<file path="src/design/pdlrw_pkg.sv">
// Package of types, constants and helpers shared by the PWM duty-level ramp writer.
package pdlrw_pkg;

   localparam int unsigned CSR_INDEX_W = 3;
   localparam int unsigned CSR_DATA_W  = 7;

   typedef enum logic [2:0] {
      CSR_MAX_FIRST   = 3'd0,
      CSR_MIN_FIRST   = 3'd1,
      CSR_MAX_SECOND  = 3'd2,
      CSR_MIN_SECOND  = 3'd3,
      CSR_INVERT      = 3'd4,
      CSR_LONG_PERIOD = 3'd5
   } csr_index_type;

   localparam logic [6:0]  DUTY_FULL   = 7'd100;
   localparam logic [6:0]  DUTY_NEAR   = 7'd99;
   localparam logic [5:0]  DUTY_HALF   = 6'd50;
   localparam logic [12:0] RECIP_100   = 13'd5243;
   localparam int unsigned RECIP_SHIFT = 19;

   localparam logic [7:0] CTRL_ADDR       = 8'h92;
   localparam logic [7:0] ON_ADDR_FIRST   = 8'h00;
   localparam logic [7:0] ON_ADDR_SECOND  = 8'h03;
   localparam logic [7:0] OFF_ADDR_FIRST  = 8'h01;
   localparam logic [7:0] OFF_ADDR_SECOND = 8'h04;

   localparam logic [6:0] OFF_LONG     = 7'h7F;
   localparam logic [6:0] OFF_SHORT    = 7'h3F;
   localparam logic [6:0] ON_TOP_LONG  = 7'h7E;
   localparam logic [6:0] ON_TOP_SHORT = 7'h3E;
   localparam logic [6:0] ON_BOTTOM    = 7'h01;
   localparam logic [6:0] STEP_LONG    = 7'd8;
   localparam logic [6:0] STEP_SHORT   = 7'd4;

   localparam logic [2:0] CTL_CLK = 3'b100;
   localparam logic [2:0] CTL_SET = 3'b010;
   localparam logic [2:0] CTL_RST = 3'b001;
   localparam logic [2:0] CTL_ALL = 3'b111;

   localparam logic BLK_LEVEL   = 1'b0;
   localparam logic BLK_CONTROL = 1'b1;

   typedef enum logic [3:0] {
      OP_NONE,
      OP_LOAD,
      OP_CALC1,
      OP_CALC2,
      OP_CALC3,
      OP_CALC4,
      OP_CALC5,
      OP_W_EN_OFF,
      OP_W_EN_CTL,
      OP_W_FINAL,
      OP_W_RAMP,
      OP_W_EN_SET,
      OP_W_DIS_CTL1,
      OP_W_DIS_CTL2,
      OP_W_DIS_OFF,
      OP_W_DIS_ON
   } dp_op_type;

   typedef struct packed {
      dp_op_type op;
      logic      unit_duty;
      logic      last;
   } dp_cmd_type;

   typedef struct packed {
      logic       act;
      logic       duty_zero;
      logic       ch;
      logic [1:0] en;
      logic       count_zero;
      logic       out_free;
   } dp_status_type;

   typedef enum logic [3:0] {
      ST_IDLE,
      ST_DISPATCH,
      ST_EN_OFF,
      ST_EN_CTL,
      ST_CALC1,
      ST_CALC2,
      ST_CALC3,
      ST_CALC4,
      ST_CALC5,
      ST_RAMP,
      ST_FINAL,
      ST_EN_SET,
      ST_DIS_CTL1,
      ST_DIS_CTL2,
      ST_DIS_OFF,
      ST_DIS_ON
   } ctrl_state_type;

   // Places the three control bits of a channel in the shared control image.
   function automatic logic [5:0] ctl_bits(input logic ch, input logic [2:0] bits);
      return ch ? {bits, 3'b000} : {3'b000, bits};
   endfunction

endpackage

</file>
<file path="src/design/pwm_duty_level_ramp_writer_core.sv">
// Top level of the PWM duty-level ramp writer: controller and datapath.
//
// A request transfer on the req_ channel either sets the duty percent of one
// of two PWM channels or shuts down every enabled channel. The block answers
// with the ordered register writes a driver would issue, one transfer per
// write on the rsp_ channel, the final one flagged by rsp_last_write.
// Settings are written through the csr_ port; the user must write them only
// while the block is idle, which the block itself does not enforce.
// A request is taken only while the controller is idle and decoded in the
// DISPATCH state. Each duty computation runs through the states CALC1 to
// CALC5 in a shared reciprocal multiplier. The writes leave one at a time,
// each waiting for the result register to be free. A duty change or first
// enable ends in a ramp of at most 15 steps. Results sit in an output
// register, so the next request is taken while the last write still waits;
// the sequencer holds its next write while rsp_stall is high and one waits.
// Reset returns the settings to their defaults, disables both channels,
// clears the control image and sets the held ON levels to one.
module pwm_duty_level_ramp_writer_core (
   input  logic                              clock,
   input  logic                              reset,
   input  logic                              req_valid,
   output logic                              req_stall,
   input  logic                              req_action,
   input  logic                              req_channel,
   input  logic [7:0]                        req_duty_percent,
   output logic                              rsp_valid,
   input  logic                              rsp_stall,
   output logic                              rsp_target_block,
   output logic [7:0]                        rsp_reg_address,
   output logic [7:0]                        rsp_write_data,
   output logic                              rsp_last_write,
   input  logic                              csr_write_enable,
   input  logic [pdlrw_pkg::CSR_INDEX_W-1:0] csr_index,
   input  logic [pdlrw_pkg::CSR_DATA_W-1:0]  csr_write_data
);

   pdlrw_pkg::dp_cmd_type    cmd;
   pdlrw_pkg::dp_status_type status;

   pdlrw_ctrl u_ctrl (
      .clock     (clock),
      .reset     (reset),
      .req_valid (req_valid),
      .req_stall (req_stall),
      .status    (status),
      .cmd       (cmd)
   );

   pdlrw_datapath u_datapath (
      .clock            (clock),
      .reset            (reset),
      .req_action       (req_action),
      .req_channel      (req_channel),
      .req_duty_percent (req_duty_percent),
      .csr_write_enable (csr_write_enable),
      .csr_index        (csr_index),
      .csr_write_data   (csr_write_data),
      .rsp_stall        (rsp_stall),
      .rsp_valid        (rsp_valid),
      .rsp_target_block (rsp_target_block),
      .rsp_reg_address  (rsp_reg_address),
      .rsp_write_data   (rsp_write_data),
      .rsp_last_write   (rsp_last_write),
      .cmd              (cmd),
      .status           (status)
   );

endmodule

</file>
<file path="src/design/pdlrw_ctrl.sv">
// Sequencing state machine of the PWM duty-level ramp writer.
module pdlrw_ctrl (
   input  logic                     clock,
   input  logic                     reset,
   input  logic                     req_valid,
   output logic                     req_stall,
   input  pdlrw_pkg::dp_status_type status,
   output pdlrw_pkg::dp_cmd_type    cmd
);

   pdlrw_pkg::ctrl_state_type state_ff, state_in;
   logic                      phase_ff, phase_in;
   logic                      more_ch;
   logic                      cmd_is_write;

   always_ff @(posedge clock) begin
      if (reset) begin
         state_ff <= pdlrw_pkg::ST_IDLE;
         phase_ff <= 1'b0;
      end else begin
         state_ff <= state_in;
         phase_ff <= phase_in;
      end
   end

   assign more_ch = status.act && !status.ch && status.en[1];

   always_comb begin
      state_in      = state_ff;
      phase_in      = phase_ff;
      cmd.op        = pdlrw_pkg::OP_NONE;
      cmd.unit_duty = phase_ff;
      cmd.last      = 1'b0;
      unique case (state_ff)
         pdlrw_pkg::ST_IDLE: begin
            if (req_valid) begin
               cmd.op   = pdlrw_pkg::OP_LOAD;
               state_in = pdlrw_pkg::ST_DISPATCH;
            end
         end
         pdlrw_pkg::ST_DISPATCH: begin
            if (status.act) begin
               state_in = (status.en != 2'b00) ? pdlrw_pkg::ST_DIS_CTL1 : pdlrw_pkg::ST_IDLE;
            end else if (status.duty_zero) begin
               state_in = pdlrw_pkg::ST_DIS_CTL1;
            end else if (status.en[status.ch]) begin
               phase_in = 1'b0;
               state_in = pdlrw_pkg::ST_CALC1;
            end else begin
               phase_in = 1'b1;
               state_in = pdlrw_pkg::ST_EN_OFF;
            end
         end
         pdlrw_pkg::ST_EN_OFF: begin
            if (status.out_free) begin
               cmd.op   = pdlrw_pkg::OP_W_EN_OFF;
               state_in = pdlrw_pkg::ST_EN_CTL;
            end
         end
         pdlrw_pkg::ST_EN_CTL: begin
            if (status.out_free) begin
               cmd.op   = pdlrw_pkg::OP_W_EN_CTL;
               state_in = pdlrw_pkg::ST_CALC1;
            end
         end
         pdlrw_pkg::ST_CALC1: begin
            cmd.op   = pdlrw_pkg::OP_CALC1;
            state_in = pdlrw_pkg::ST_CALC2;
         end
         pdlrw_pkg::ST_CALC2: begin
            cmd.op   = pdlrw_pkg::OP_CALC2;
            state_in = pdlrw_pkg::ST_CALC3;
         end
         pdlrw_pkg::ST_CALC3: begin
            cmd.op   = pdlrw_pkg::OP_CALC3;
            state_in = pdlrw_pkg::ST_CALC4;
         end
         pdlrw_pkg::ST_CALC4: begin
            cmd.op   = pdlrw_pkg::OP_CALC4;
            state_in = pdlrw_pkg::ST_CALC5;
         end
         pdlrw_pkg::ST_CALC5: begin
            cmd.op   = pdlrw_pkg::OP_CALC5;
            state_in = phase_ff ? pdlrw_pkg::ST_FINAL : pdlrw_pkg::ST_RAMP;
         end
         pdlrw_pkg::ST_RAMP: begin
            if (status.count_zero) begin
               state_in = pdlrw_pkg::ST_FINAL;
            end else if (status.out_free) begin
               cmd.op = pdlrw_pkg::OP_W_RAMP;
            end
         end
         pdlrw_pkg::ST_FINAL: begin
            if (status.out_free) begin
               cmd.op   = pdlrw_pkg::OP_W_FINAL;
               cmd.last = !phase_ff;
               state_in = phase_ff ? pdlrw_pkg::ST_EN_SET : pdlrw_pkg::ST_IDLE;
            end
         end
         pdlrw_pkg::ST_EN_SET: begin
            if (status.out_free) begin
               cmd.op   = pdlrw_pkg::OP_W_EN_SET;
               phase_in = 1'b0;
               state_in = pdlrw_pkg::ST_CALC1;
            end
         end
         pdlrw_pkg::ST_DIS_CTL1: begin
            if (status.out_free) begin
               cmd.op   = pdlrw_pkg::OP_W_DIS_CTL1;
               state_in = pdlrw_pkg::ST_DIS_CTL2;
            end
         end
         pdlrw_pkg::ST_DIS_CTL2: begin
            if (status.out_free) begin
               cmd.op   = pdlrw_pkg::OP_W_DIS_CTL2;
               state_in = pdlrw_pkg::ST_DIS_OFF;
            end
         end
         pdlrw_pkg::ST_DIS_OFF: begin
            if (status.out_free) begin
               cmd.op   = pdlrw_pkg::OP_W_DIS_OFF;
               state_in = pdlrw_pkg::ST_DIS_ON;
            end
         end
         pdlrw_pkg::ST_DIS_ON: begin
            if (status.out_free) begin
               cmd.op   = pdlrw_pkg::OP_W_DIS_ON;
               cmd.last = !more_ch;
               state_in = more_ch ? pdlrw_pkg::ST_DIS_CTL1 : pdlrw_pkg::ST_IDLE;
            end
         end
         default: begin
            state_in = pdlrw_pkg::ST_IDLE;
         end
      endcase
   end

   assign req_stall = (state_ff != pdlrw_pkg::ST_IDLE);

   assign cmd_is_write = cmd.op inside {pdlrw_pkg::OP_W_EN_OFF, pdlrw_pkg::OP_W_EN_CTL,
                                        pdlrw_pkg::OP_W_FINAL, pdlrw_pkg::OP_W_RAMP,
                                        pdlrw_pkg::OP_W_EN_SET, pdlrw_pkg::OP_W_DIS_CTL1,
                                        pdlrw_pkg::OP_W_DIS_CTL2, pdlrw_pkg::OP_W_DIS_OFF,
                                        pdlrw_pkg::OP_W_DIS_ON};

   a_write_needs_slot: assert property (@(posedge clock) disable iff (reset)
      cmd_is_write |-> status.out_free)
      else $error("register write issued while the result register is occupied");

   a_last_on_write: assert property (@(posedge clock) disable iff (reset)
      cmd.last |-> cmd_is_write)
      else $error("last-write flag raised without a write");

   a_no_ramp_while_enabling: assert property (@(posedge clock) disable iff (reset)
      (state_ff == pdlrw_pkg::ST_RAMP) |-> !phase_ff)
      else $error("ramp entered during the enable sequence");

endmodule

</file>
<file path="src/design/pdlrw_datapath.sv">
// Datapath of the PWM duty-level ramp writer: settings, channel state, level arithmetic and result register.
module pdlrw_datapath (
   input  logic                                 clock,
   input  logic                                 reset,
   input  logic                                 req_action,
   input  logic                                 req_channel,
   input  logic [7:0]                           req_duty_percent,
   input  logic                                 csr_write_enable,
   input  logic [pdlrw_pkg::CSR_INDEX_W-1:0]    csr_index,
   input  logic [pdlrw_pkg::CSR_DATA_W-1:0]     csr_write_data,
   input  logic                                 rsp_stall,
   output logic                                 rsp_valid,
   output logic                                 rsp_target_block,
   output logic [7:0]                           rsp_reg_address,
   output logic [7:0]                           rsp_write_data,
   output logic                                 rsp_last_write,
   input  pdlrw_pkg::dp_cmd_type                cmd,
   output pdlrw_pkg::dp_status_type             status
);

   // Settings.
   logic [6:0] max_first_ff, max_first_in, min_first_ff, min_first_in;
   logic [6:0] max_second_ff, max_second_in, min_second_ff, min_second_in;
   logic [1:0] invert_ff, invert_in, long_ff, long_in;

   // Request and channel state.
   logic       act_ff, act_in, ch_ff, ch_in;
   logic [7:0] duty_ff, duty_in;
   logic [6:0] on_level_ff [2];
   logic [6:0] on_level_in [2];
   logic [1:0] en_ff, en_in;
   logic [5:0] shadow_ff, shadow_in;

   // Level arithmetic.
   logic [6:0]  mx_ff, mx_in, mn_ff, mn_in, d0_ff, d0_in;
   logic        range_full_ff, range_full_in;
   logic [13:0] prod_ff, prod_in;
   logic [6:0]  q_ff, q_in, d_ff, d_in;
   logic [7:0]  t_ff, t_in;
   logic [6:0]  cur_ff, cur_in, target_ff, target_in;
   logic [3:0]  count_ff, count_in;
   logic        up_ff, up_in;

   // Result register.
   logic       rsp_valid_ff, rsp_valid_in;
   logic       rsp_blk_ff, rsp_last_ff;
   logic [7:0] rsp_addr_ff, rsp_data_ff;

   logic        lng, inv;
   logic [6:0]  off_lvl, on_top, step;
   logic [7:0]  on_addr, off_addr;
   logic [6:0]  max_sel, min_sel, mx_calc, mn_calc, range_calc, d0_calc;
   logic [13:0] period_prod, mult_a;
   logic [26:0] recip_prod;
   logic [6:0]  win, flip, d_calc;
   logic [6:0]  held, cur_calc, lvl, lvl_lim, newl, tgt_calc, diff;
   logic [6:0]  cur_step;
   logic        wr_en, wr_blk;
   logic [7:0]  wr_addr, wr_data;

   assign lng      = long_ff[ch_ff];
   assign inv      = invert_ff[ch_ff];
   assign off_lvl  = lng ? pdlrw_pkg::OFF_LONG : pdlrw_pkg::OFF_SHORT;
   assign on_top   = lng ? pdlrw_pkg::ON_TOP_LONG : pdlrw_pkg::ON_TOP_SHORT;
   assign step     = lng ? pdlrw_pkg::STEP_LONG : pdlrw_pkg::STEP_SHORT;
   assign on_addr  = ch_ff ? pdlrw_pkg::ON_ADDR_SECOND : pdlrw_pkg::ON_ADDR_FIRST;
   assign off_addr = ch_ff ? pdlrw_pkg::OFF_ADDR_SECOND : pdlrw_pkg::OFF_ADDR_FIRST;

   // Window limits, with invalid settings corrected as the driver does.
   assign max_sel    = ch_ff ? max_second_ff : max_first_ff;
   assign min_sel    = ch_ff ? min_second_ff : min_first_ff;
   assign mx_calc    = (max_sel > pdlrw_pkg::DUTY_FULL || max_sel == 7'd0) ?
                       pdlrw_pkg::DUTY_FULL : max_sel;
   assign mn_calc    = (min_sel >= pdlrw_pkg::DUTY_FULL || min_sel >= mx_calc) ? 7'd0 : min_sel;
   assign range_calc = mx_calc - mn_calc;
   assign d0_calc    = cmd.unit_duty ? 7'd1 :
                       ((duty_ff > 8'(pdlrw_pkg::DUTY_FULL)) ? pdlrw_pkg::DUTY_FULL : duty_ff[6:0]);

   // One reciprocal multiplier divides by 100 for both the rescale and the period product.
   assign period_prod = lng ? {d_ff, 7'b0} : {1'b0, d_ff, 6'b0};
   assign mult_a      = (cmd.op == pdlrw_pkg::OP_CALC2) ? prod_ff : period_prod;
   assign recip_prod  = 27'(mult_a) * 27'(pdlrw_pkg::RECIP_100);

   assign win  = range_full_ff ? d0_ff : (mn_ff + q_ff);
   assign flip = pdlrw_pkg::DUTY_FULL - win;

   always_comb begin
      if (inv) begin
         if (flip > (pdlrw_pkg::DUTY_FULL - mn_ff)) begin
            d_calc = pdlrw_pkg::DUTY_FULL - mn_ff;
         end else if (flip < (pdlrw_pkg::DUTY_FULL - mx_ff)) begin
            d_calc = pdlrw_pkg::DUTY_FULL - mx_ff;
         end else begin
            d_calc = flip;
         end
      end else begin
         if (win > mx_ff) begin
            d_calc = mx_ff;
         end else if (win < mn_ff) begin
            d_calc = mn_ff;
         end else begin
            d_calc = win;
         end
      end
   end

   // ON level and ramp set-up.
   assign held = on_level_ff[ch_ff];
   assign cur_calc = (held < pdlrw_pkg::ON_BOTTOM) ? pdlrw_pkg::ON_BOTTOM :
                     ((held > on_top) ? on_top : held);
   assign lvl = (t_ff > {1'b0, off_lvl}) ? pdlrw_pkg::ON_BOTTOM : (off_lvl - t_ff[6:0]);
   assign lvl_lim = (lvl < pdlrw_pkg::ON_BOTTOM) ? pdlrw_pkg::ON_BOTTOM :
                    ((lvl > on_top) ? on_top : lvl);

   always_comb begin
      if (d_ff != 7'd0) begin
         if (!inv && d_ff > pdlrw_pkg::DUTY_NEAR) begin
            tgt_calc = off_lvl;
            newl     = on_top;
         end else begin
            tgt_calc = lvl_lim;
            newl     = lvl_lim;
         end
      end else begin
         tgt_calc = inv ? on_top : pdlrw_pkg::ON_BOTTOM;
         newl     = tgt_calc;
      end
   end

   assign diff     = (cur_calc > newl) ? (cur_calc - newl) : (newl - cur_calc);
   assign cur_step = up_ff ? (cur_ff + step) : (cur_ff - step);

   always_comb begin
      max_first_in  = max_first_ff;
      min_first_in  = min_first_ff;
      max_second_in = max_second_ff;
      min_second_in = min_second_ff;
      invert_in     = invert_ff;
      long_in       = long_ff;
      if (csr_write_enable) begin
         unique case (csr_index)
            pdlrw_pkg::CSR_MAX_FIRST:   max_first_in  = csr_write_data;
            pdlrw_pkg::CSR_MIN_FIRST:   min_first_in  = csr_write_data;
            pdlrw_pkg::CSR_MAX_SECOND:  max_second_in = csr_write_data;
            pdlrw_pkg::CSR_MIN_SECOND:  min_second_in = csr_write_data;
            pdlrw_pkg::CSR_INVERT:      invert_in     = csr_write_data[1:0];
            pdlrw_pkg::CSR_LONG_PERIOD: long_in       = csr_write_data[1:0];
            default: ;
         endcase
      end
   end

   always_comb begin
      act_in        = act_ff;
      ch_in         = ch_ff;
      duty_in       = duty_ff;
      on_level_in   = on_level_ff;
      en_in         = en_ff;
      shadow_in     = shadow_ff;
      mx_in         = mx_ff;
      mn_in         = mn_ff;
      d0_in         = d0_ff;
      range_full_in = range_full_ff;
      prod_in       = prod_ff;
      q_in          = q_ff;
      d_in          = d_ff;
      t_in          = t_ff;
      cur_in        = cur_ff;
      target_in     = target_ff;
      count_in      = count_ff;
      up_in         = up_ff;
      wr_en         = 1'b0;
      wr_blk        = pdlrw_pkg::BLK_LEVEL;
      wr_addr       = on_addr;
      wr_data       = 8'h00;
      unique case (cmd.op)
         pdlrw_pkg::OP_NONE: ;
         pdlrw_pkg::OP_LOAD: begin
            act_in  = req_action;
            duty_in = req_duty_percent;
            ch_in   = req_action ? !en_ff[0] : req_channel;
         end
         pdlrw_pkg::OP_CALC1: begin
            mx_in         = mx_calc;
            mn_in         = mn_calc;
            d0_in         = d0_calc;
            range_full_in = (range_calc == pdlrw_pkg::DUTY_FULL);
            prod_in       = 14'(d0_calc) * 14'(range_calc) + 14'(pdlrw_pkg::DUTY_HALF);
         end
         pdlrw_pkg::OP_CALC2: begin
            q_in = recip_prod[pdlrw_pkg::RECIP_SHIFT +: 7];
         end
         pdlrw_pkg::OP_CALC3: begin
            d_in = d_calc;
         end
         pdlrw_pkg::OP_CALC4: begin
            t_in = recip_prod[pdlrw_pkg::RECIP_SHIFT +: 8];
         end
         pdlrw_pkg::OP_CALC5: begin
            cur_in             = cur_calc;
            target_in          = tgt_calc;
            up_in              = !(cur_calc > newl);
            count_in           = lng ? diff[6:3] : diff[5:2];
            on_level_in[ch_ff] = newl;
         end
         pdlrw_pkg::OP_W_EN_OFF: begin
            wr_en   = 1'b1;
            wr_addr = off_addr;
            wr_data = {1'b0, off_lvl};
         end
         pdlrw_pkg::OP_W_EN_CTL: begin
            shadow_in = (shadow_ff & ~pdlrw_pkg::ctl_bits(ch_ff, pdlrw_pkg::CTL_ALL)) |
                        pdlrw_pkg::ctl_bits(ch_ff, pdlrw_pkg::CTL_CLK);
            wr_en     = 1'b1;
            wr_blk    = pdlrw_pkg::BLK_CONTROL;
            wr_addr   = pdlrw_pkg::CTRL_ADDR;
            wr_data   = {2'b00, shadow_in};
         end
         pdlrw_pkg::OP_W_FINAL: begin
            wr_en   = 1'b1;
            wr_data = {!lng, target_ff};
         end
         pdlrw_pkg::OP_W_RAMP: begin
            cur_in   = cur_step;
            count_in = count_ff - 4'd1;
            wr_en    = 1'b1;
            wr_data  = {!lng, cur_step};
         end
         pdlrw_pkg::OP_W_EN_SET: begin
            shadow_in    = shadow_ff | pdlrw_pkg::ctl_bits(ch_ff, pdlrw_pkg::CTL_SET);
            en_in[ch_ff] = 1'b1;
            wr_en        = 1'b1;
            wr_blk       = pdlrw_pkg::BLK_CONTROL;
            wr_addr      = pdlrw_pkg::CTRL_ADDR;
            wr_data      = {2'b00, shadow_in};
         end
         pdlrw_pkg::OP_W_DIS_CTL1: begin
            shadow_in    = (shadow_ff & ~pdlrw_pkg::ctl_bits(ch_ff, pdlrw_pkg::CTL_SET)) |
                           pdlrw_pkg::ctl_bits(ch_ff, pdlrw_pkg::CTL_RST);
            en_in[ch_ff] = 1'b0;
            wr_en        = 1'b1;
            wr_blk       = pdlrw_pkg::BLK_CONTROL;
            wr_addr      = pdlrw_pkg::CTRL_ADDR;
            wr_data      = {2'b00, shadow_in};
         end
         pdlrw_pkg::OP_W_DIS_CTL2: begin
            shadow_in = shadow_ff & ~pdlrw_pkg::ctl_bits(ch_ff, pdlrw_pkg::CTL_ALL);
            wr_en     = 1'b1;
            wr_blk    = pdlrw_pkg::BLK_CONTROL;
            wr_addr   = pdlrw_pkg::CTRL_ADDR;
            wr_data   = {2'b00, shadow_in};
         end
         pdlrw_pkg::OP_W_DIS_OFF: begin
            wr_en   = 1'b1;
            wr_addr = off_addr;
            wr_data = 8'(off_lvl) + 8'd1;
         end
         pdlrw_pkg::OP_W_DIS_ON: begin
            // A shutdown moves on to the second channel once the first is done.
            if (act_ff) begin
               ch_in = 1'b1;
            end
            wr_en   = 1'b1;
            wr_data = 8'h00;
         end
         default: ;
      endcase
   end

   assign rsp_valid_in = wr_en ? 1'b1 : (rsp_stall ? rsp_valid_ff : 1'b0);

   always_ff @(posedge clock) begin
      if (reset) begin
         max_first_ff   <= pdlrw_pkg::DUTY_FULL;
         min_first_ff   <= 7'd0;
         max_second_ff  <= pdlrw_pkg::DUTY_FULL;
         min_second_ff  <= 7'd0;
         invert_ff      <= 2'b00;
         long_ff        <= 2'b11;
         on_level_ff[0] <= pdlrw_pkg::ON_BOTTOM;
         on_level_ff[1] <= pdlrw_pkg::ON_BOTTOM;
         en_ff          <= 2'b00;
         shadow_ff      <= 6'd0;
         act_ff         <= 1'b0;
         ch_ff          <= 1'b0;
         rsp_valid_ff   <= 1'b0;
      end else begin
         max_first_ff  <= max_first_in;
         min_first_ff  <= min_first_in;
         max_second_ff <= max_second_in;
         min_second_ff <= min_second_in;
         invert_ff     <= invert_in;
         long_ff       <= long_in;
         on_level_ff   <= on_level_in;
         en_ff         <= en_in;
         shadow_ff     <= shadow_in;
         act_ff        <= act_in;
         ch_ff         <= ch_in;
         rsp_valid_ff  <= rsp_valid_in;
      end
   end

   always_ff @(posedge clock) begin
      duty_ff       <= duty_in;
      mx_ff         <= mx_in;
      mn_ff         <= mn_in;
      d0_ff         <= d0_in;
      range_full_ff <= range_full_in;
      prod_ff       <= prod_in;
      q_ff          <= q_in;
      d_ff          <= d_in;
      t_ff          <= t_in;
      cur_ff        <= cur_in;
      target_ff     <= target_in;
      count_ff      <= count_in;
      up_ff         <= up_in;
      if (wr_en) begin
         rsp_blk_ff  <= wr_blk;
         rsp_addr_ff <= wr_addr;
         rsp_data_ff <= wr_data;
         rsp_last_ff <= cmd.last;
      end
   end

   assign rsp_valid        = rsp_valid_ff;
   assign rsp_target_block = rsp_blk_ff;
   assign rsp_reg_address  = rsp_addr_ff;
   assign rsp_write_data   = rsp_data_ff;
   assign rsp_last_write   = rsp_last_ff;

   assign status.act        = act_ff;
   assign status.duty_zero  = (duty_ff == 8'd0);
   assign status.ch         = ch_ff;
   assign status.en         = en_ff;
   assign status.count_zero = (count_ff == 4'd0);
   assign status.out_free   = !rsp_valid_ff || !rsp_stall;

   a_ramp_in_range: assert property (@(posedge clock) disable iff (reset)
      (cmd.op == pdlrw_pkg::OP_W_RAMP) |=>
         (cur_ff >= pdlrw_pkg::ON_BOTTOM && cur_ff <= pdlrw_pkg::ON_TOP_LONG))
      else $error("ramp level left the legal ON range");

   a_level_nonzero: assert property (@(posedge clock) disable iff (reset)
      (cmd.op == pdlrw_pkg::OP_CALC5) |=> (on_level_ff[ch_ff] != 7'd0))
      else $error("held ON level became zero");

   a_enabled_shadow: assert property (@(posedge clock) disable iff (reset)
      (!en_ff[0] || shadow_ff[2:0] == (pdlrw_pkg::CTL_CLK | pdlrw_pkg::CTL_SET)) &&
      (!en_ff[1] || shadow_ff[5:3] == (pdlrw_pkg::CTL_CLK | pdlrw_pkg::CTL_SET)))
      else $error("enabled channel without clock and set bits in the control image");

endmodule
</file>
<file path="config.mk">
export PLATFORM = sky130hd
export DESIGN_NAME = pwm_duty_level_ramp_writer_core
export DESIGN_NICKNAME = d
export VERILOG_FILES = /design/src/design/pdlrw_pkg.sv /design/src/design/pwm_duty_level_ramp_writer_core.sv /design/src/design/pdlrw_ctrl.sv /design/src/design/pdlrw_datapath.sv
export SDC_FILE = /design/constraint.sdc
export NUM_CORES = 1
export LEC_CHECK = 0
export BUFFER_PORTS_ARGS = -buffer_cell sky130_fd_sc_hd__buf_4
export CAP_MARGIN = 20
export CORE_MARGIN = 1.5
export CORE_UTILIZATION = 58
export CTS_BUF_LIST = sky130_fd_sc_hd__clkbuf_16
export DETAILED_ROUTE_END_ITERATION = 8
export PLACE_DENSITY = 0.78
export SETUP_SLACK_MARGIN = 0.1
export SLEW_MARGIN = 20
export SYNTH_ARGS = -nofsm -noshare
export SYNTH_HDL_FRONTEND = slang
export SYNTH_SLANG_ARGS = --single-unit
</file>
<file path="constraint.sdc">
create_clock -name clock -period 8.36 [get_ports clock]
set_input_delay 1.254 -clock clock [delete_from_list [all_inputs] [get_ports clock]]
set_output_delay 1.254 -clock clock [all_outputs]
set_load 0.05 [all_outputs]
</file>
==> results of run 1 <==
## routing by layer
metal	wire (um)	share of wire [%]	global-route usage, %
met4	1040	3.1	9.22
met5	0	0	0
met2	15900	47	44.0
met3	2140	6.4	4.24
met1	14600	43	35.7
## power by group
group / total [mW] / internal, mW / switching, mW
combinational: 3.76 / 1.68 / 2.08
sequential: 1.15 / 1.09 / 0.0633
clock: 0.829 / 0.481 / 0.348
## through the flow
step | TNS, ns | power [mW]
3_5_place_dp | -0.461 | 4.45
5_1_grt | -0.585 | 6.26
2_1_floorplan | 0 | 3.55
6_report | 0 | 5.74
3_3_place_gp | 0 | 4.34
4_1_cts | 0 | 5.41
## worst register-to-register path: cells and delay by family, from the launching register on
family	cells	cell delay, ns
adders and majority gates	8	3.11
AOI/OAI and AO/OA	14	2.49
and+or+nand+nor	7	1.25
buffers and inverters	8	0.86
DFF	1	0.38
## repair_timing
action                     in CTS  in global routing
setup endpoints to repair       4                  6
setup buffers                   8                 11
resized for setup              23                 47
pin swaps                      22                 53
hold buffers                    0                  0
## worst paths after layout
| kind | to | slack (ns) | depth (start not counted) |
|---|---|---|---|
| setup / recovery | u_datapath.prod_ff[13]$_DFFE_PN_ | 0.07 | 37 |
| hold reg to reg | u_datapath.long_ff[0]$_SDFFE_PP1P_ | 0.47 | 1 |
| setup reg to reg | u_datapath.prod_ff[13]$_DFFE_PN_ | 0.07 | 37 |
| hold / removal | u_datapath.long_ff[0]$_SDFFE_PP1P_ | 0.47 | 1 |
## state kept, by name, summed over array words and instances (netlist names), 7 cells and up, named ones only
name	flops
u_datapath.min_second_ff	7
u_datapath.q_ff	7
u_datapath.duty_ff	8
u_datapath.t_ff	8
u_datapath.target_ff	7
u_datapath.cur_ff	7
u_datapath.mx_ff	7
u_datapath.prod_ff	14
u_datapath.d0_ff	7
u_datapath.d_ff	7
u_datapath.mn_ff	7
u_datapath.max_first_ff	7
u_datapath.max_second_ff	7
u_datapath.on_level_ff	14
u_datapath.min_first_ff	7
u_datapath.rsp_write_data	8
## cell usage in the layout, fill, tap and decap left out, types with 8 or more instances in the layout
cell | synthesis | routed
a211o_1 | 10 | 10
a211oi_1 | 11 | 10
a21o_1 | 18 | 18
a21oi_1 | 71 | 64
a22oi_1 | 8 | 8
a31oi_1 | 9 | 9
and2_1 | 13 | 12
buf_4 | 4 | 102
clkbuf_16 | 0 | 17
dfxtp_1 | 62 | 61
edfxtp_1 | 99 | 99
fa_1 | 94 | 91
ha_1 | 191 | 185
inv_1 | 254 | 249
mux2_2 | 23 | 23
mux2i_1 | 74 | 74
nand2_1 | 97 | 96
nand2b_1 | 20 | 19
nand3_1 | 27 | 26
nand4_1 | 11 | 11
nor2_1 | 133 | 129
nor2b_1 | 17 | 15
nor3_1 | 20 | 19
nor4_1 | 9 | 8
o21a_1 | 12 | 12
o21ai_0 | 73 | 65
o22ai_1 | 9 | 9
xnor2_1 | 36 | 34
xor2_1 | 13 | 11
## cell families after synthesis
family	synth area share (%)
simple gates	12.5
xor+xnor	2.94
buf+inv	7.74
mux	6.84
flops	28.8
fa+ha+maj	29.4
compound gates	11.7
other cells	0.0257
## layout make-up
cell class	count	share of cell area, %
multi-input cells	1091	57.7
flip-flops and latches	161	25.4
inverters	257	5.83
repair buffers	106	4.88
clock buffers	17	2.56
well taps	324	2.44
clock inverters	15	1.18
==> results.cfg, run 1 <==
[synthesis]
yosysMostFrequentCell = inv_1
synth_top_area_share_pct = 20.3
syn-instance-count = 1547
yosys_register_bits = 161
synthTopCellsByArea = edfxtp_1, ha_1, fa_1
async_flop_share_pct = 0
ys_seq_area_share_pct = 28.8
synth_common_cells = inv_1, ha_1, nor2_1
ys.flop_type = edfxtp_1
netlist_area_sq_um = 14600
synth_edf_count = 99
yosysTopAreaCell = edfxtp_1
synth_warnings = 0
yosysUniqueCellTypes = 71
avgSynthCellArea_sq_um = 9.45

[grt]
grtUsageTotal_pct = 26.6
antenna_found_initial = 0
grt-ovfl-total = 0
grt_max_degree = 63
grt_pass1_vias = 11200
grt_pass1_wl_um = 55400

[drt]
routedWlPerCell_um = 17.1
wl_um = 33700
ant_nets = 0
drtIter0Drc = 911
drtPass1Iterations = 6
vias = 11400
vias_per_cell = 5.77
drcViolationCount = 0

[finish]
nNetsFinal = 1944
fin_area_sq_um = 16600
fillers = 1925
final_cells = 1971
multiInputGateArea_sq_um = 9580
area_delta_synth_final_pct = 13.6
utilization_pct = 67.7
drive_gt1_share_pct = 13.7
layout.area.seq_sq_um = 4220
antennaDiodeCount = 0

[clocking]
clock_sinks = 161
path_clk_slew_ns = 0.07
h-tree-depth = 4
clock_path_buffers = 2
cts_tree = yes
insertion_delay_ns = 0.43
root_buffer = clkbuf_16
cts_buffers = 17

[critical_path]
crit_family = adder cells
cp_slowest_stage_delay_ns = 0.51
cp_max_fo = 6
r2r_start = u_datapath.ch_ff$_SDFFE_PP0P_
worstSetupEndpointType = flop
crit_buf_inv = 8
startpoint = u_datapath.ch_ff$_SDFFE_PP0P_
critical_path_class = flop to flop
critPathLaunchType = flop
critPathMostFrequentCell = fa_1
cp.required_ns = 8.61
worst_path_max_delay_cell = fa_1
arrival_ns = 8.55

[sta]
worstMarginPinSlew_ns = 1.03
slew_headroom_pct = 30.7
finalWorstSetupSlack_ns = 0.0681
setup_viol = 0
final_max_slew_viol_count = 0
period_needed_ns = 8.29
hold_ws_ns = 0.466
hold_viol = 0
grt_setup_unrepaired = true
max_freq_mhz = 121
clock_skew_ns = 0.0133
period_share_pct = 99.2

[worst_hold_path]
min_path_type = flop to flop
min-delay-start = u_datapath.long_ff[0]$_SDFFE_PP1P_

[placed_design]
dp_cells = 1921
pre_cts_ws_ns = -0.245
place_area_sq_um = 15500
dp_hpwl_um = 26300
io_buffers = 41
gp_congestion = 0.966

[status]
outcome = completed

[pwr]
peakVddDrop_v = 0.000276
leakage_nw = 7.76
power.density_nw_per_um2 = 346

[flow_run]
drv_cap = 0

[floorplanning]
start_util_pct = 59.6
ioPinCount = 45
core_region_area_sq_um = 24500
rows = 57
die_h_um = 162
die_area_sq_um = 26200
die_w_um = 162
Power figures use the tool's default switching activity.
==> run 2, diff against run 1 <==
--- a/config.mk
+++ b/config.mk
@@ -12,6 +12,7 @@
 export CTS_BUF_LIST = sky130_fd_sc_hd__clkbuf_16
 export DETAILED_ROUTE_END_ITERATION = 8
 export PLACE_DENSITY = 0.78
+export RECOVER_POWER = 25
 export SETUP_SLACK_MARGIN = 0.1
 export SLEW_MARGIN = 20
 export SYNTH_ARGS = -nofsm -noshare
==> run 2 against run 1 <==
Against the previous run:
- the run now ends with max-capacitance violations, max-slew violations left
- first-iteration DRC count fell by 3.0%
- sequential cell count did not move
- worst setup slack got worse by 0.0040 ns
- cell count did not move
- clock power barely moved
- critical path type unchanged
- highest routed layer unchanged
==> results.cfg, run 2 (synthesis gave the netlist of run 1 again) <==
[sta]
period_share_pct = 99.2
slew_headroom_pct = -82.9
hold_ws_ns = 0.466
setup_viol = 0
final_max_slew_viol_count = 63
period_needed_ns = 8.30
grt_setup_unrepaired = true
worstMarginPinSlew_ns = 2.74
max_freq_mhz = 121
finalWorstSetupSlack_ns = 0.0641
clock_skew_ns = 0.0133
hold_viol = 0

[grt]
grt_pass1_wl_um = 55400
grt_max_degree = 63
antenna_found_initial = 0
grt_pass1_vias = 11200
grt-ovfl-total = 0
grtUsageTotal_pct = 26.6

[critical_path]
crit_buf_inv = 8
critical_path_class = flop to flop
crit_family = adder cells
rrSetupSlack_ns = 0.06
r2r_start = u_datapath.ch_ff$_SDFFE_PP0P_
reg2reg_depth = 37
arrival_ns = 8.55
worstSetupEndpointType = flop
cp.required_ns = 8.62
reg2reg_to = u_datapath.prod_ff[13]$_DFFE_PN_
cp_slowest_stage_delay_ns = 0.51
critPathMostFrequentCell = fa_1
worst_path_max_delay_cell = fa_1
critPathLaunchType = flop
cp_max_fo = 6

[status]
outcome = complete, but fails checks
violations = max-capacitance violations, max-slew violations

[clocking]
cts_buffers = 17
clock_path_buffers = 2
cts_tree = yes
path_clk_slew_ns = 0.07
h-tree-depth = 4
root_buffer = clkbuf_16
insertion_delay_ns = 0.43
clock_sinks = 161

[placed_design]
io_buffers = 41
dp_cells = 1921
place_area_sq_um = 15500
gp_congestion = 0.966
pre_cts_ws_ns = -0.245
dp_hpwl_um = 26300

[floorplanning]
ioPinCount = 45
die_w_um = 162
rows = 57
start_util_pct = 59.6
die_h_um = 162
core_region_area_sq_um = 24500
die_area_sq_um = 26200

[worst_hold_path]
min-delay-start = u_datapath.long_ff[0]$_SDFFE_PP1P_
min_path_type = flop to flop
hold_end = u_datapath.long_ff[0]$_SDFFE_PP1P_
whs_path_depth = 1

[finish]
fillers = 1927
nNetsFinal = 1944
final_cells = 1971
antennaDiodeCount = 0
drive_gt1_share_pct = 13.5
mostFrequentLayoutCells = inv_1, ha_1, nor2_1
top_regs = u_datapath.on_level_ff (14), u_datapath.prod_ff (14)
fin_area_sq_um = 16600
final_common_cell = inv_1
area_delta_synth_final_pct = 13.5

[drt]
drcViolationCount = 0
ant_nets = 0
routedWlPerCell_um = 17.1
wl_um = 33800
drtPass1Iterations = 6
drtIter0Drc = 884
vias = 11300
vias_per_cell = 5.75

[pwr]
leakage_nw = 7.75
power.density_nw_per_um2 = 346
peakVddDrop_v = 0.000276

[flow_run]
drv_cap = 1
run 2: changes by cell type in the layout (fill, tap and decap cells not counted), sizes merged:
cell,before,now
buf,106,94
clkbuf,17,29
run 2: worst max path at each step:
stage | startpoint | end | slack (ns) | cells past startpoint
finish | u_datapath.ch_ff$_SDFFE_PP0P_ | u_datapath.prod_ff[13]$_DFFE_PN_ | 0.06 | 37
detailed placement | u_datapath.ch_ff$_SDFFE_PP0P_ | u_datapath.prod_ff[13]$_DFFE_PN_ | -0.24 | 35
CTS | u_datapath.ch_ff$_SDFFE_PP0P_ | u_datapath.prod_ff[13]$_DFFE_PN_ | 0.11 | 37
floorplan | u_datapath.max_second_ff[6]$_SDFFE_PP1P_ | u_datapath.prod_ff[13]$_DFFE_PN_ | 0.11 | 35
global route | u_datapath.ch_ff$_SDFFE_PP0P_ | u_datapath.prod_ff[13]$_DFFE_PN_ | -0.21 | 38
global placement | u_datapath.ch_ff$_SDFFE_PP0P_ | u_datapath.prod_ff[13]$_DFFE_PN_ | 0.1 | 35
run 2: area by class of cell:
class	instances	area, sq um	share of cell area (%)
clock inverter	15	196	1.18
sequential	161	4220	25.4
tap	324	405	2.44
inverter	257	967	5.83
timing repair buffer	106	800	4.82
multi-input combinational	1091	9580	57.7
clock buffer	17	425	2.56
run 2: layer usage:
metal / part of all wire, % / track usage [%]
met5: 0 / 0
met4: 3.1 / 9.22
met3: 6.1 / 4.24
met2: 47 / 44.0
met1: 44 / 35.7
run 2: where the power goes:
group / internal [mW] / switching [mW] / total, mW
registers: 1.09 / 0.0636 / 1.15
logic: 1.68 / 2.08 / 3.76
clock network: 0.481 / 0.349 / 0.830
run 2: worst reg2reg max path, delay by kind of cell (launching register included):
family / cells / cell delay (ns)
simple gates: 7 / 1.26
compound gates: 14 / 2.49
buf+inv: 8 / 0.86
flops: 1 / 0.38
fa+ha+maj: 8 / 3.10
run 2: through the flow:
step	setup TNS, ns	power [mW]	util, %
global route	-0.585	6.25	67.6
global placement	0	4.34	63.4
finish	0	5.74	67.6
CTS	0	5.41	66.5
detailed placement	-0.461	4.45	63.4
floorplan	0	3.55	-
run 2: timing repair:
| action | in CTS | in global routing |
|---|---|---|
| endpoints found under the setup margin | 4 | 6 |
| setup buffers | 8 | 11 |
| hold buffers | 0 | 0 |
| resized for setup | 23 | 47 |
| pin swaps | 22 | 53 |
| endpoints found under the hold margin | 0 | 0 |
